===== src/hw/rtl/aled_pkg.sv =====
// Shared types and constants of the addressable LED chain driver.
`default_nettype none

package aled_pkg;

   // Chain geometry
   localparam int LED_COUNT    = 64;
   localparam int RESET_SLOTS  = 1;
   localparam int BITS_PER_LED = 24;
   localparam int TOTAL_SLOTS  = RESET_SLOTS + LED_COUNT + RESET_SLOTS;
   localparam int SLOT_W       = $clog2(TOTAL_SLOTS);
   localparam int LED_AW       = (LED_COUNT > 1) ? $clog2(LED_COUNT) : 1;
   localparam int BIT_W        = $clog2(BITS_PER_LED);
   localparam int CH_COUNT     = 3;

   // Register file
   localparam int CSR_AW = 4;
   localparam logic [1:0] REG_ONE_HIGH  = 2'd0;
   localparam logic [1:0] REG_ZERO_HIGH = 2'd1;
   localparam logic [1:0] REG_PERIOD    = 2'd2;
   localparam logic [7:0] ONE_HIGH_RST  = 8'd58;
   localparam logic [7:0] ZERO_HIGH_RST = 8'd25;
   localparam logic [7:0] PERIOD_RST    = 8'd90;

   typedef enum logic [1:0] {
      KIND_WRITE = 2'd0,
      KIND_CLEAR = 2'd1,
      KIND_START = 2'd2,
      KIND_TICK  = 2'd3
   } kind_type;

   typedef struct packed {
      logic [7:0] one_high;
      logic [7:0] zero_high;
      logic [7:0] bit_period;
   } cfg_type;

   typedef struct packed {
      kind_type   kind;
      logic [7:0] led_index;
      logic [7:0] red;
      logic [7:0] green;
      logic [7:0] blue;
      logic [2:0] channel_mask;
   } item_type;

   typedef struct packed {
      logic              wr_en;
      logic              clr;
      logic [LED_AW-1:0] addr;
      logic [2:0]        mask;
      logic [7:0]        red;
      logic [7:0]        green;
      logic [7:0]        blue;
   } wr_cmd_type;

   typedef struct packed {
      logic line_level;
      logic busy_res;
      logic frame_done;
   } result_type;

endpackage

`default_nettype wire


===== src/hw/rtl/aled_csr.sv =====
// Timing registers of the LED driver behind a simple register port.
`default_nettype none

module aled_csr (
   input  wire logic                       clock,
   input  wire logic                       reset,
   input  wire logic                       csr_psel,
   input  wire logic                       csr_penable,
   input  wire logic                       csr_pwrite,
   input  wire logic [aled_pkg::CSR_AW-1:0] csr_paddr,
   input  wire logic [31:0]                csr_pwdata,
   output logic [31:0]                     csr_prdata,
   output logic                            csr_pready,
   output aled_pkg::cfg_type               cfg
);
   import aled_pkg::*;

   cfg_type    cfg_ff, cfg_in;
   logic       wr_go;
   logic [1:0] reg_idx;

   assign csr_pready = 1'b1;
   assign wr_go      = csr_psel && csr_penable && csr_pwrite;
   assign reg_idx    = csr_paddr[3:2];

   // Decode the write; addresses beyond the list are dropped
   always_comb begin
      cfg_in = cfg_ff;
      if (wr_go) begin
         case (reg_idx)
            REG_ONE_HIGH:  cfg_in.one_high   = csr_pwdata[7:0];
            REG_ZERO_HIGH: cfg_in.zero_high  = csr_pwdata[7:0];
            REG_PERIOD:    cfg_in.bit_period = csr_pwdata[7:0];
            default: ;
         endcase
      end
   end

   always_ff @(posedge clock) begin
      if (reset) begin
         cfg_ff.one_high   <= ONE_HIGH_RST;
         cfg_ff.zero_high  <= ZERO_HIGH_RST;
         cfg_ff.bit_period <= PERIOD_RST;
      end else begin
         cfg_ff <= cfg_in;
      end
   end

   // Read back
   always_comb begin
      case (reg_idx)
         REG_ONE_HIGH:  csr_prdata = {24'd0, cfg_ff.one_high};
         REG_ZERO_HIGH: csr_prdata = {24'd0, cfg_ff.zero_high};
         REG_PERIOD:    csr_prdata = {24'd0, cfg_ff.bit_period};
         default:       csr_prdata = 32'd0;
      endcase
   end

   assign cfg = cfg_ff;

endmodule

`default_nettype wire


===== src/hw/rtl/aled_store.sv =====
// Color store: one byte memory per channel, per-entry valid bits, registered read.
`default_nettype none

module aled_store (
   input  wire logic                       clock,
   input  wire logic                       reset,
   input  wire aled_pkg::wr_cmd_type       wr_cmd,
   input  wire logic [aled_pkg::LED_AW-1:0] rd_addr,
   output logic [23:0]                     rd_word
);
   import aled_pkg::*;

   logic [7:0]                         color_mem_ff [CH_COUNT][LED_COUNT];
   logic [CH_COUNT-1:0][LED_COUNT-1:0] vld_ff, vld_in;
   logic [CH_COUNT-1:0][7:0]           wr_byte;
   logic [CH_COUNT-1:0][7:0]           rd_mem_ff;
   logic [CH_COUNT-1:0][7:0]           byp_ff, byp_in;
   logic [CH_COUNT-1:0]                use_mem_ff, use_mem_in;
   logic [CH_COUNT-1:0]                hit;
   logic [CH_COUNT-1:0][7:0]           chan;

   // Channel 0 red, 1 green, 2 blue, matching the mask bits
   assign wr_byte = {wr_cmd.blue, wr_cmd.green, wr_cmd.red};

   // Valid bits: clear drops all at once, a write marks its channels
   always_comb begin
      vld_in = vld_ff;
      if (wr_cmd.clr) begin
         vld_in = '0;
      end else if (wr_cmd.wr_en) begin
         for (int c = 0; c < CH_COUNT; c++) begin
            if (wr_cmd.mask[c]) vld_in[c][wr_cmd.addr] = 1'b1;
         end
      end
   end

   // Bypass a write or clear that lands in the same cycle as the read
   always_comb begin
      for (int c = 0; c < CH_COUNT; c++) begin
         hit[c]        = wr_cmd.wr_en && wr_cmd.mask[c] && (wr_cmd.addr == rd_addr);
         use_mem_in[c] = vld_ff[c][rd_addr] && !wr_cmd.clr && !hit[c];
         byp_in[c]     = hit[c] ? wr_byte[c] : 8'd0;
      end
   end

   always_ff @(posedge clock) begin
      if (reset) begin
         vld_ff     <= '0;
         use_mem_ff <= '0;
      end else begin
         vld_ff     <= vld_in;
         use_mem_ff <= use_mem_in;
      end
   end

   // Memory write and registered read
   always_ff @(posedge clock) begin
      for (int c = 0; c < CH_COUNT; c++) begin
         if (wr_cmd.wr_en && wr_cmd.mask[c]) color_mem_ff[c][wr_cmd.addr] <= wr_byte[c];
         rd_mem_ff[c] <= color_mem_ff[c][rd_addr];
         byp_ff[c]    <= byp_in[c];
      end
   end

   always_comb begin
      for (int c = 0; c < CH_COUNT; c++) begin
         chan[c] = use_mem_ff[c] ? rd_mem_ff[c] : byp_ff[c];
      end
   end

   // Word layout is green, red, blue from the top
   assign rd_word = {chan[1], chan[0], chan[2]};

endmodule

`default_nettype wire


===== src/hw/rtl/aled_seq.sv =====
// Frame sequencer: slot, bit and timer counters, line level and store commands.
`default_nettype none

module aled_seq (
   input  wire logic                        clock,
   input  wire logic                        reset,
   input  wire logic                        advance,
   input  wire aled_pkg::item_type          item,
   input  wire aled_pkg::cfg_type           cfg,
   input  wire logic [23:0]                 rd_word,
   output aled_pkg::wr_cmd_type             wr_cmd,
   output logic [aled_pkg::LED_AW-1:0]      rd_addr,
   output aled_pkg::result_type             result
);
   import aled_pkg::*;

   logic              sending_ff, sending_in;
   logic [SLOT_W-1:0] slot_ff, slot_in;
   logic [BIT_W-1:0]  bitpos_ff, bitpos_in;
   logic [7:0]        tick_ff, tick_in;
   logic              in_led;
   logic              bit_sel;
   logic [7:0]        high_cnt;
   logic [7:0]        period;
   logic [7:0]        tick_inc;
   logic              level;
   logic              done;

   // High time of the current bit; reset slots stay low
   assign in_led   = (slot_ff >= SLOT_W'(RESET_SLOTS)) &&
                     (slot_ff < SLOT_W'(RESET_SLOTS + LED_COUNT));
   assign bit_sel  = rd_word[BIT_W'(BITS_PER_LED - 1) - bitpos_ff];
   assign high_cnt = in_led ? (bit_sel ? cfg.one_high : cfg.zero_high) : 8'd0;
   assign period   = (cfg.bit_period == 8'd0) ? 8'd1 : cfg.bit_period;
   assign tick_inc = tick_ff + 8'd1;

   // Store commands straight from the item
   always_comb begin
      wr_cmd.wr_en = advance && (item.kind == KIND_WRITE) &&
                     (32'(item.led_index) < 32'(LED_COUNT));
      wr_cmd.clr   = advance && (item.kind == KIND_CLEAR);
      wr_cmd.addr  = LED_AW'(item.led_index);
      wr_cmd.mask  = item.channel_mask;
      wr_cmd.red   = item.red;
      wr_cmd.green = item.green;
      wr_cmd.blue  = item.blue;
   end

   // Advance the frame counters
   always_comb begin
      sending_in = sending_ff;
      slot_in    = slot_ff;
      bitpos_in  = bitpos_ff;
      tick_in    = tick_ff;
      level      = 1'b0;
      done       = 1'b0;
      if (advance) begin
         case (item.kind)
            KIND_START: begin
               if (!sending_ff) begin
                  sending_in = 1'b1;
                  slot_in    = '0;
                  bitpos_in  = '0;
                  tick_in    = 8'd0;
               end
            end
            KIND_TICK: begin
               if (sending_ff) begin
                  level   = (tick_ff < high_cnt);
                  tick_in = tick_inc;
                  if (tick_inc >= period) begin
                     tick_in = 8'd0;
                     if (bitpos_ff == BIT_W'(BITS_PER_LED - 1)) begin
                        bitpos_in = '0;
                        if (slot_ff == SLOT_W'(TOTAL_SLOTS - 1)) begin
                           slot_in    = '0;
                           sending_in = 1'b0;
                           done       = 1'b1;
                        end else begin
                           slot_in = slot_ff + SLOT_W'(1);
                        end
                     end else begin
                        bitpos_in = bitpos_ff + BIT_W'(1);
                     end
                  end
               end
            end
            default: ;
         endcase
      end
   end

   always_ff @(posedge clock) begin
      if (reset) begin
         sending_ff <= 1'b0;
         slot_ff    <= '0;
         bitpos_ff  <= '0;
         tick_ff    <= 8'd0;
      end else begin
         sending_ff <= sending_in;
         slot_ff    <= slot_in;
         bitpos_ff  <= bitpos_in;
         tick_ff    <= tick_in;
      end
   end

   // Prefetch the word of the slot that the next item sees
   assign rd_addr = LED_AW'(slot_in - SLOT_W'(RESET_SLOTS));

   assign result.line_level = level;
   assign result.busy_res   = sending_in;
   assign result.frame_done = done;

endmodule

`default_nettype wire


===== src/hw/rtl/addressable_led_chain_driver.sv =====
// An accepted word is registered, then its result word when the result register is free.
// Throughput: one word per cycle unless the result channel stalls; the store is read
// ahead from the address of the slot the next word will see, so ticks run back to back.
// Reset: synchronous, active high; clears counters, handshake state and the store's
// valid bits (the store then reads as zero), and loads the timing registers' defaults.
`default_nettype none

module addressable_led_chain_driver (
   input  wire logic                       clock,
   input  wire logic                       reset,
   // Input channel
   input  wire logic                       req_tvalid,
   output logic                            req_tready,
   // [7:0] led_index, [15:8] red, [23:16] green, [31:24] blue, [34:32] channel_mask
   input  wire logic [39:0]                req_tdata,
   // [1:0] kind
   input  wire logic [1:0]                 req_tuser,
   // Result channel
   output logic                            rsp_tvalid,
   input  wire logic                       rsp_tready,
   // [0] line_level, [1] busy_res
   output logic [7:0]                      rsp_tdata,
   // frame_done
   output logic                            rsp_tlast,
   // Register port
   input  wire logic                       csr_psel,
   input  wire logic                       csr_penable,
   input  wire logic                       csr_pwrite,
   input  wire logic [aled_pkg::CSR_AW-1:0] csr_paddr,
   input  wire logic [31:0]                csr_pwdata,
   output logic [31:0]                     csr_prdata,
   output logic                            csr_pready
);
   import aled_pkg::*;

   logic                in_vld_ff, in_vld_in;
   item_type            item_ff;
   logic                rsp_vld_ff, rsp_vld_in;
   result_type          rsp_ff;
   result_type          result;
   logic                advance;
   logic                req_go;
   cfg_type             cfg;
   wr_cmd_type          wr_cmd;
   logic [LED_AW-1:0]   rd_addr;
   logic [23:0]         rd_word;

   // Handshake: the stage moves on when the result register is free
   assign advance    = in_vld_ff && (!rsp_vld_ff || rsp_tready);
   assign req_tready = !in_vld_ff || advance;
   assign req_go     = req_tvalid && req_tready;

   always_comb begin
      in_vld_in = in_vld_ff;
      if (req_go)       in_vld_in = 1'b1;
      else if (advance) in_vld_in = 1'b0;
      rsp_vld_in = rsp_vld_ff;
      if (advance)         rsp_vld_in = 1'b1;
      else if (rsp_tready) rsp_vld_in = 1'b0;
   end

   always_ff @(posedge clock) begin
      if (reset) begin
         in_vld_ff  <= 1'b0;
         rsp_vld_ff <= 1'b0;
      end else begin
         in_vld_ff  <= in_vld_in;
         rsp_vld_ff <= rsp_vld_in;
      end
   end

   // Capture the input word and the result
   always_ff @(posedge clock) begin
      if (req_go) begin
         item_ff.kind         <= kind_type'(req_tuser[1:0]);
         item_ff.led_index    <= req_tdata[7:0];
         item_ff.red          <= req_tdata[15:8];
         item_ff.green        <= req_tdata[23:16];
         item_ff.blue         <= req_tdata[31:24];
         item_ff.channel_mask <= req_tdata[34:32];
      end
      if (advance) rsp_ff <= result;
   end

   aled_csr u_csr (
      .clock       (clock),
      .reset       (reset),
      .csr_psel    (csr_psel),
      .csr_penable (csr_penable),
      .csr_pwrite  (csr_pwrite),
      .csr_paddr   (csr_paddr),
      .csr_pwdata  (csr_pwdata),
      .csr_prdata  (csr_prdata),
      .csr_pready  (csr_pready),
      .cfg         (cfg)
   );

   aled_seq u_seq (
      .clock   (clock),
      .reset   (reset),
      .advance (advance),
      .item    (item_ff),
      .cfg     (cfg),
      .rd_word (rd_word),
      .wr_cmd  (wr_cmd),
      .rd_addr (rd_addr),
      .result  (result)
   );

   aled_store u_store (
      .clock   (clock),
      .reset   (reset),
      .wr_cmd  (wr_cmd),
      .rd_addr (rd_addr),
      .rd_word (rd_word)
   );

   assign rsp_tvalid = rsp_vld_ff;
   assign rsp_tdata  = {6'd0, rsp_ff.busy_res, rsp_ff.line_level};
   assign rsp_tlast  = rsp_ff.frame_done;

endmodule

`default_nettype wire


===== config.mk =====
export PLATFORM = sky130hd
export DESIGN_NAME = addressable_led_chain_driver
export DESIGN_NICKNAME = d
export VERILOG_FILES = /design/src/hw/rtl/aled_pkg.sv /design/src/hw/rtl/aled_csr.sv /design/src/hw/rtl/aled_store.sv /design/src/hw/rtl/aled_seq.sv /design/src/hw/rtl/addressable_led_chain_driver.sv
export SDC_FILE = /design/constraint.sdc
export NUM_CORES = 2
export LEC_CHECK = 0
export CAP_MARGIN = 0
export CORE_MARGIN = 2
export CORE_UTILIZATION = 40
export DETAILED_ROUTE_END_ITERATION = 8
export DONT_BUFFER_PORTS = 1
export PLACE_DENSITY = 0.55
export SYNTH_ARGS = -nofsm -noshare
export SYNTH_HDL_FRONTEND = slang
export SYNTH_HIERARCHICAL = 1
export SYNTH_SLANG_ARGS = --single-unit

===== constraint.sdc =====
create_clock -name clock -period 5.9 [get_ports clock]
set_input_delay 0.59 -clock clock [delete_from_list [all_inputs] [get_ports clock]]
set_output_delay 0.59 -clock clock [all_outputs]
set_load 0.03 [all_outputs]

After elaboration in Yosys (flattened, before gate mapping):

Memories as Yosys holds them, arrays and structs flattened.
Cells that the tools add are included.

* input port bits: 85
* memories: 1
* bits in registers: 330
* memory bits (writable): 1536
* output and inout bits: 44

Memories
* u_store.color_mem_ff: words 3, bits a word 512, rd ports 3, clocked after memory_dff 0, write ports 3, RTL line aled_store.sv:13 `logic [7:0] color_mem_ff [CH_COUNT][LED_COUNT];`

* add/subtract/negate cells: 5
* reductions and logical operators: 47
* muxes and demuxes: 61
* eq/ne operators: 11
* bitwise gates (word level): 5
* magnitude comparators: 12

Operator list (count)
* $mux 512: 3
* $or 64x64->64: 3
* $bmux 8 s6: 3
* $mux 8: 16
* $demux 8 s6: 1
* $mux 7: 6
* $pmux 8 s3: 1
* $logic_and 1x1->1: 22
* $mux 5: 4
* $bmux 1 s6: 3
* $mux 1: 18
* $pmux 8 s2: 1
* $ge 7x7->1 const B: 2
* $lt 6x7->1 const B: 2
* $not 6->7: 2
* $pmux 7 s2: 1
* $reduce_and 2->1: 7
* $pmux 5 s2: 1
* $add 8x1->8 const B: 1
* $ge 8x8->1: 1
* $logic_not 8->1: 1
* $lt 8x7->1 const B: 1
* $lt 8x8->1: 1
* $reduce_and 4->1: 2
* other kinds (25): 38

Logic depth before layout (Yosys ltp):

* depth after elaboration: 12
* mapped depth: 24
* depth with buffers taken out: 19

Modules after synthesis:

The synthesis kept the hierarchy.

Modules (own cells, without submodules)
* aled_store: cells an instance 3393, times used 1, area each 68092.8 µm², sequential area each 50988.9 µm²
* aled_seq: cells an instance 291, times used 1, area each 2344.7 µm², sequential area each 420.4 µm²
* aled_csr: cells an instance 152, times used 1, area each 1358.8 µm², sequential area each 480.5 µm²
* addressable_led_chain_driver: cells an instance 57, times used 1, area each 1353.8 µm², sequential area each 1241.2 µm²

Worst setup path before layout:

OpenSTA, ideal clock, no wires.

* path type: register to register
* start: register u_seq.tick_ff[0]
* end: register u_store.use_mem_ff[0]
* required time: 5.776 ns
* data arrival time: 4.580 ns
* path buffers: 3
* slack: 1.195 ns
* period minus slack after synthesis: 4.705 ns
* stages on the path, launching flop included: 22
* path through: dfxtp_1 and3_1 and3_1 nand3_1 xnor2_1 ha_1 nand2_1 o41ai_2 buf_2 nand2_1 a21o_1 a21oi_1 ha_1 nand3_1 xor2_1 buf_2 buf_4 mux4_2 mux4_2 a2bb2oi_1 nand3_1 a31oi_1

* cells in the longest elaborated chain, start to end: 11
* elaborated cells between the ends (all ways): 14
* those cells by class: add/sub (2); order compare (1); eq/ne (1); mux (6); reduce/logical (4)

RTL lines
* from (decl): RTL line aled_seq.sv:20 `logic [7:0] tick_ff, tick_in;`
* from (signal assigned): RTL line aled_seq.sv:103 `tick_ff <= tick_in;`
* $add 8x1->8 *: RTL line aled_seq.sv:35 `assign tick_inc = tick_ff + 8'd1;`
* $ge 8x8->1 *: RTL line aled_seq.sv:71 `if (tick_inc >= period) begin`
* $mux 7 *: RTL line aled_seq.sv:71
* $mux 7 *: RTL line aled_seq.sv:68 `if (sending_ff) begin`
* $pmux 7 s2 *: RTL line aled_seq.sv:58 `case (item.kind)`
* $mux 7 *: RTL line aled_seq.sv:57 `if (advance) begin`
* $sub 6x1->6 *: RTL line aled_seq.sv:108 `assign rd_addr = LED_AW'(slot_in - SLOT_W'(RESET_SLOTS));`
* named net rd_addr[0]: RTL line addressable_led_chain_driver.sv:45 `logic [LED_AW-1:0] rd_addr;`
* $bmux 1 s6 or $eq 6x6->1 (tied branches): RTL line aled_store.sv:41, aled_store.sv:40
* $mux 1 (not written as such) or $logic_and 1x1->1 (tied branches): RTL line aled_store.sv:41, aled_store.sv:40
* $logic_and 1x1->1 or $logic_not 1->1 (tied branches): RTL line aled_store.sv:41 `use_mem_in[c] = vld_ff[c][rd_addr] && !wr_cmd.clr && !hit[c];`
* $logic_and 1x1->1 *: RTL line aled_store.sv:41
* to (signal assigned): RTL line aled_store.sv:52 `use_mem_ff <= use_mem_in;`
* to (decl): RTL line aled_store.sv:18 `logic [CH_COUNT-1:0] use_mem_ff, use_mem_in;`

The timed path passes the listed nets; every way through them passes the cells marked *. The select of a mux whose other input is x is not followed.
A chain may end at the register's enable or synchronous reset.

Worst setup path in the final report:

* start: register u_seq.tick_ff[0]
* end: register u_store/rd_mem_ff[19] in the netlist's numbering

* cells in the longest elaborated chain, start to end: 11

RTL lines
* $add 8x1->8: RTL line aled_seq.sv:35
* $ge 8x8->1: RTL line aled_seq.sv:71
* $mux 7: RTL line aled_seq.sv:71
* $mux 7: RTL line aled_seq.sv:68
* $pmux 7 s2: RTL line aled_seq.sv:58
* $mux 7: RTL line aled_seq.sv:57
* $sub 6x1->6: RTL line aled_seq.sv:108
* named net rd_addr[0]: RTL line addressable_led_chain_driver.sv:45
* $not 6->7 (not written as such): RTL line aled_store.sv:60 `rd_mem_ff[c] <= color_mem_ff[c][rd_addr];`
* $bmux 8 s6: RTL line aled_store.sv:60
* $mux 8 (not written as such) (2 in a row): RTL line aled_store.sv:60
* to (signal, indexed assignment): RTL line aled_store.sv:60
* to (decl): RTL line aled_store.sv:16 `logic [CH_COUNT-1:0][7:0] rd_mem_ff;`

The timed path passes the listed nets, and every way through them passes these cells. The select of a mux whose other input is x is not followed.

==> summary.md <==
| Metric | Value |
|---|---|
| Met2 usage | 31.49% |
| Detailed-route DRC error count | 0 |
| Synth area leader | sky130_fd_sc_hd__edfxtp_1 |
| Met3 track utilization from global routing | under 10% |
| Leak | between 20 and 30 nW |
| Average via count per standard cell | 5.639 |
| FFs w/ async S/R, synth | 0% |
| Count of mapped cells out of synthesis | slightly below 4000 |
| WL/cell | 28.26 um |
| CTS tree | done |
| Routing layer with the top usage in global route | met2 |
| Power Density | approximately 320 nW/um^2 |
| Total gr overflow | 0 |
| Main combinational cell family by area after synthesis | multiplexers |
| H-tree lvl count | 4 |
| Detail Route Antenna Nets | 0 |
| Met1 track utilization from global routing | between 20% and 30% |
| IO Port Bufs | 0 |
| Peak fanout along the critical path | 28 |
| Number of synthesized flops with an enable pin | 1576 |
| Post-layout nets | between 4000 and 5000 |
| Final number of setup-violating endpoints | 0 |
| Number of global-route vias before repair | ~37000 |
| Transition time of the tightest slew-check pin | 1.201 ns |
| Result of the run | completed |
| Floorplan die height | 431.6 um |
| Post-route core utilization | 45.85% |
| Most instantiated cells after synthesis | sky130_fd_sc_hd__edfxtp_1, sky130_fd_sc_hd__mux4_2, sky130_fd_sc_hd__dfxtp_1 |
| Number of synthesis warnings | 6 |
| Largest cells by area after synthesis | sky130_fd_sc_hd__edfxtp_1, sky130_fd_sc_hd__mux4_2, sky130_fd_sc_hd__dfxtp_1 |
| Sequential-to-total area share from yosys stat | between 70% and 80% |
| Clock transition at path regs | roughly 0.06 ns |
| Vias after detailed routing | around 37000 |
| Syn avg cell area | 18.79 sq um |
| Final Critical Period | between 5 and 6 ns |
| Overall power after layout | approximately 0.027 W |
| Highest attainable clock frequency | ~180 MHz |
| Drt total wl | around 190 mm |
| Fin. max-slew vios | 0 |
| Number of library cell types mapped by synthesis | 79 |
| Post-synthesis share of cell area spent on xor and xnor gates | less than 1% |
| Peak supply drop | 0.1972 mV |
| First-pass DRT Iterations | 6 |
| Critical Path Start Type | register |
| Mux share of post-synthesis cell area | 15.81% |
| Maximum number of pins on one net before global-route repair | 85 |
| Number of antenna violations at the first check in global routing | 12 |
| Fill cell count | around 15000 |
| Last weighted congestion value of the routability-driven placer | around 0.82 |
| Fraction of final layout cells sized beyond drive strength 1 | 22.61% |
| Complex-gate fraction of the synthesized area | slightly below 5% |
| Count of routing violations after the opening detailed-route iteration | approximately 3700 |
| Fin. Hold Viols | 0 |
| CTS max path bufs | 3 |
| # rows | 156 |
| Min-delay src | reset |
| Path class of the lowest-slack min-delay path | in2reg |
| Half-perimeter wire length after detailed placement | 114.3 mm |
| Post-Synth Adder-Cell Area | less than 1% |
| Worst setup startpoint | u_seq/tick_ff[0] |
| Total Die Area | 186300 sq um |
| Fin Setup TNS | 0 ns |
| Data required time of the worst path | 6.57 ns |
| Simple-Gate Fraction of Synth Area | around 3.6% |
| Clock Skew | about 0.037 ns |
| Post-synthesis instance area | 73150 sq um |
| PnR worst setup slack | about 0.32 ns |
| Layout overhead on the synthesized area | 13.65% |
| Die X | between 400 and 500 um |
| Headroom to the max-slew limit | 19.69% |
| Clock root buffer | sky130_fd_sc_hd__clkbuf_16 |
| Inserted Clock Buffers | between 150 and 200 |
| Critical register-to-register path startpoint | u_seq/tick_ff[0] |
| Endpoint type of the worst setup path | register |
| Ports placed on the boundary | roughly 130 |
| Total routing resource utilization after global routing | approximately a fifth |
| Most used flip-flop cell after synthesis | sky130_fd_sc_hd__edfxtp_1 |
| Postcts setup bufs | 0 |
| Wire length of the first global-routing pass | about 270 mm |
| Class of the most critical setup path | reg2reg |
| Unrepaired setup endpoints after global routing | no |
| Core region area | around 180000 sq um |
| Initial core utilization | approximately two fifths |
| Total of max-cap violations | 0 |
| Most instantiated library cell after synthesis | sky130_fd_sc_hd__edfxtp_1 |
| Data arrival time of the critical path | 6.25 ns |
| Tcrit/Tclk final | a little over nine tenths |
| Register bit total from synthesis | between 1500 and 2000 |
| Place WS | roughly 0.16 ns |
| Source-to-sink clock delay at the later pin of the worst-skew pair | roughly 0.82 ns |
| Clock sinks | approximately 1900 |
| Top-area cell type share of the netlist area | between 60% and 70% |
==> per-stage QoR <==
step	hold slack, ns	area [sq um]	instances
global route	0.09216	83130	6572
floorplan	0.4354	73260	3921
global placement	0.4408	76180	6156
CTS	0.05622	83120	6572
detailed placement	0.4476	76180	6156
finish	0.1207	83130	6574
==> kinds of logic (layout without fill, tap and decap cells) <==
| group | after synthesis | in the layout |
|---|---|---|
| xor+xnor | 20 | 20 |
| simple gates | 564 | 564 |
| mux | 613 | 613 |
| flops | 1866 | 1866 |
| fa+ha+maj | 21 | 21 |
| other cells | 3 | 33 |
| compound gates | 495 | 495 |
| buf+inv | 311 | 592 |
==> placed cells by master, fill, tap and decap left out, types with 13 or more instances in the layout <==
| cell type | count |
|---|---|
| sky130_fd_sc_hd__mux2i_1 | 149 |
| sky130_fd_sc_hd__o21a_1 | 194 |
| sky130_fd_sc_hd__mux4_2 | 429 |
| sky130_fd_sc_hd__nand2b_1 | 26 |
| sky130_fd_sc_hd__buf_12 | 26 |
| sky130_fd_sc_hd__mux2_2 | 34 |
| sky130_fd_sc_hd__clkbuf_1 | 45 |
| sky130_fd_sc_hd__dfxtp_1 | 290 |
| sky130_fd_sc_hd__clkinv_2 | 34 |
| sky130_fd_sc_hd__a22oi_1 | 43 |
| sky130_fd_sc_hd__nor2_1 | 250 |
| sky130_fd_sc_hd__bufinv_16 | 15 |
| sky130_fd_sc_hd__a21oi_1 | 34 |
| sky130_fd_sc_hd__a22o_1 | 38 |
| sky130_fd_sc_hd__clkbuf_16 | 198 |
| sky130_fd_sc_hd__edfxtp_1 | 1576 |
| sky130_fd_sc_hd__a211oi_1 | 29 |
| sky130_fd_sc_hd__a31oi_1 | 18 |
| sky130_fd_sc_hd__dlygate4sd3_1 | 55 |
| sky130_fd_sc_hd__conb_1 | 31 |
| sky130_fd_sc_hd__clkbuf_8 | 22 |
| sky130_fd_sc_hd__buf_4 | 133 |
| sky130_fd_sc_hd__ha_1 | 21 |
| sky130_fd_sc_hd__nand2_1 | 108 |
| sky130_fd_sc_hd__nand3_1 | 35 |
| sky130_fd_sc_hd__inv_1 | 14 |
| sky130_fd_sc_hd__o22ai_1 | 23 |
| sky130_fd_sc_hd__nor2b_1 | 25 |
| sky130_fd_sc_hd__a311o_1 | 13 |
| sky130_fd_sc_hd__o21ai_1 | 26 |
| sky130_fd_sc_hd__o21ai_0 | 29 |
| sky130_fd_sc_hd__and2_1 | 37 |
| sky130_fd_sc_hd__clkinv_1 | 32 |
==> registers in the layout, indices dropped and copies added, names as in the netlist, 2 cells and up <==
name	cells
u_store/color_mem_ff	1536
u_seq/tick_ff	8
u_seq/slot_ff	7
rsp_tdata	2
u_store/vld_ff	192
u_store/use_mem_ff	3
u_csr/cfg	24
u_seq/bitpos_ff	5
u_store/rd_mem_ff	24
item_ff	37
u_store/byp_ff	24
==> critical path, cell delays in order, from the launching register on <==
cell and delay [ns]:
sky130_fd_sc_hd__dfxtp_1 0.45, sky130_fd_sc_hd__and3_1 0.27, sky130_fd_sc_hd__and3_1 0.26, sky130_fd_sc_hd__nand3_1 0.11, sky130_fd_sc_hd__xnor2_1 0.17, sky130_fd_sc_hd__ha_1 0.31
sky130_fd_sc_hd__nand2_1 0.09, sky130_fd_sc_hd__o41ai_2 0.49, sky130_fd_sc_hd__buf_4 0.27, sky130_fd_sc_hd__nand3_1 0.11, sky130_fd_sc_hd__nor2_1 0.20, sky130_fd_sc_hd__a21oi_4 0.06
sky130_fd_sc_hd__ha_1 0.38, sky130_fd_sc_hd__inv_8 0.38, sky130_fd_sc_hd__buf_12 0.28, sky130_fd_sc_hd__mux4_2 0.54, sky130_fd_sc_hd__mux2i_1 0.27, sky130_fd_sc_hd__mux2i_1 0.13
sky130_fd_sc_hd__o22ai_1 0.53, sky130_fd_sc_hd__a31oi_1 0.07
==> path summary, 6_finish.rpt <==
check             cells after the start                     to  slack [ns]
hold reg to reg                       1     u_store/vld_ff[21]        0.46
setup reg to reg                     19  u_store/rd_mem_ff[19]        0.32
hold / removal                        2             rsp_tvalid        0.12
setup / recovery                     19  u_store/rd_mem_ff[19]        0.32
==> per-layer routing <==
metal / part of all wire, % / routed length [um]
met5: 0.0070 / 13
met1: 44 / 82580
met3: 6.3 / 11700
met2: 47 / 87910
met4: 1.9 / 3582
==> area by class of cell <==
class | instances | area, sq um | share of cell area, %
clock buffer | 265 | 5426 | 6.527
clock inverter | 95 | 935.9 | 1.126
sequential | 1866 | 53130 | 63.91
tap | 2370 | 2965 | 3.567
antenna | 2 | 5.005 | 0.006020
timing repair buffer | 215 | 2097 | 2.522
multi-input combinational | 1744 | 18500 | 22.25
inverter | 17 | 76.32 | 0.09181
==> report_power, final <==
part           leakage [nW]  switching [W]  internal [W]
Combinational          8.09       0.000341     0.0000659
Clock                  3.13        0.00508       0.00710
Sequential             16.5      0.0000230        0.0143
==> timing repair <==
item / in CTS / in global routing
setup endpoints to repair: 0 / 4
resized for setup: 0 / 2
hold endpoints to repair: 85 / 0
hold buffers: 56 / 0
No activity file was read; power rests on OpenSTA's default activity.
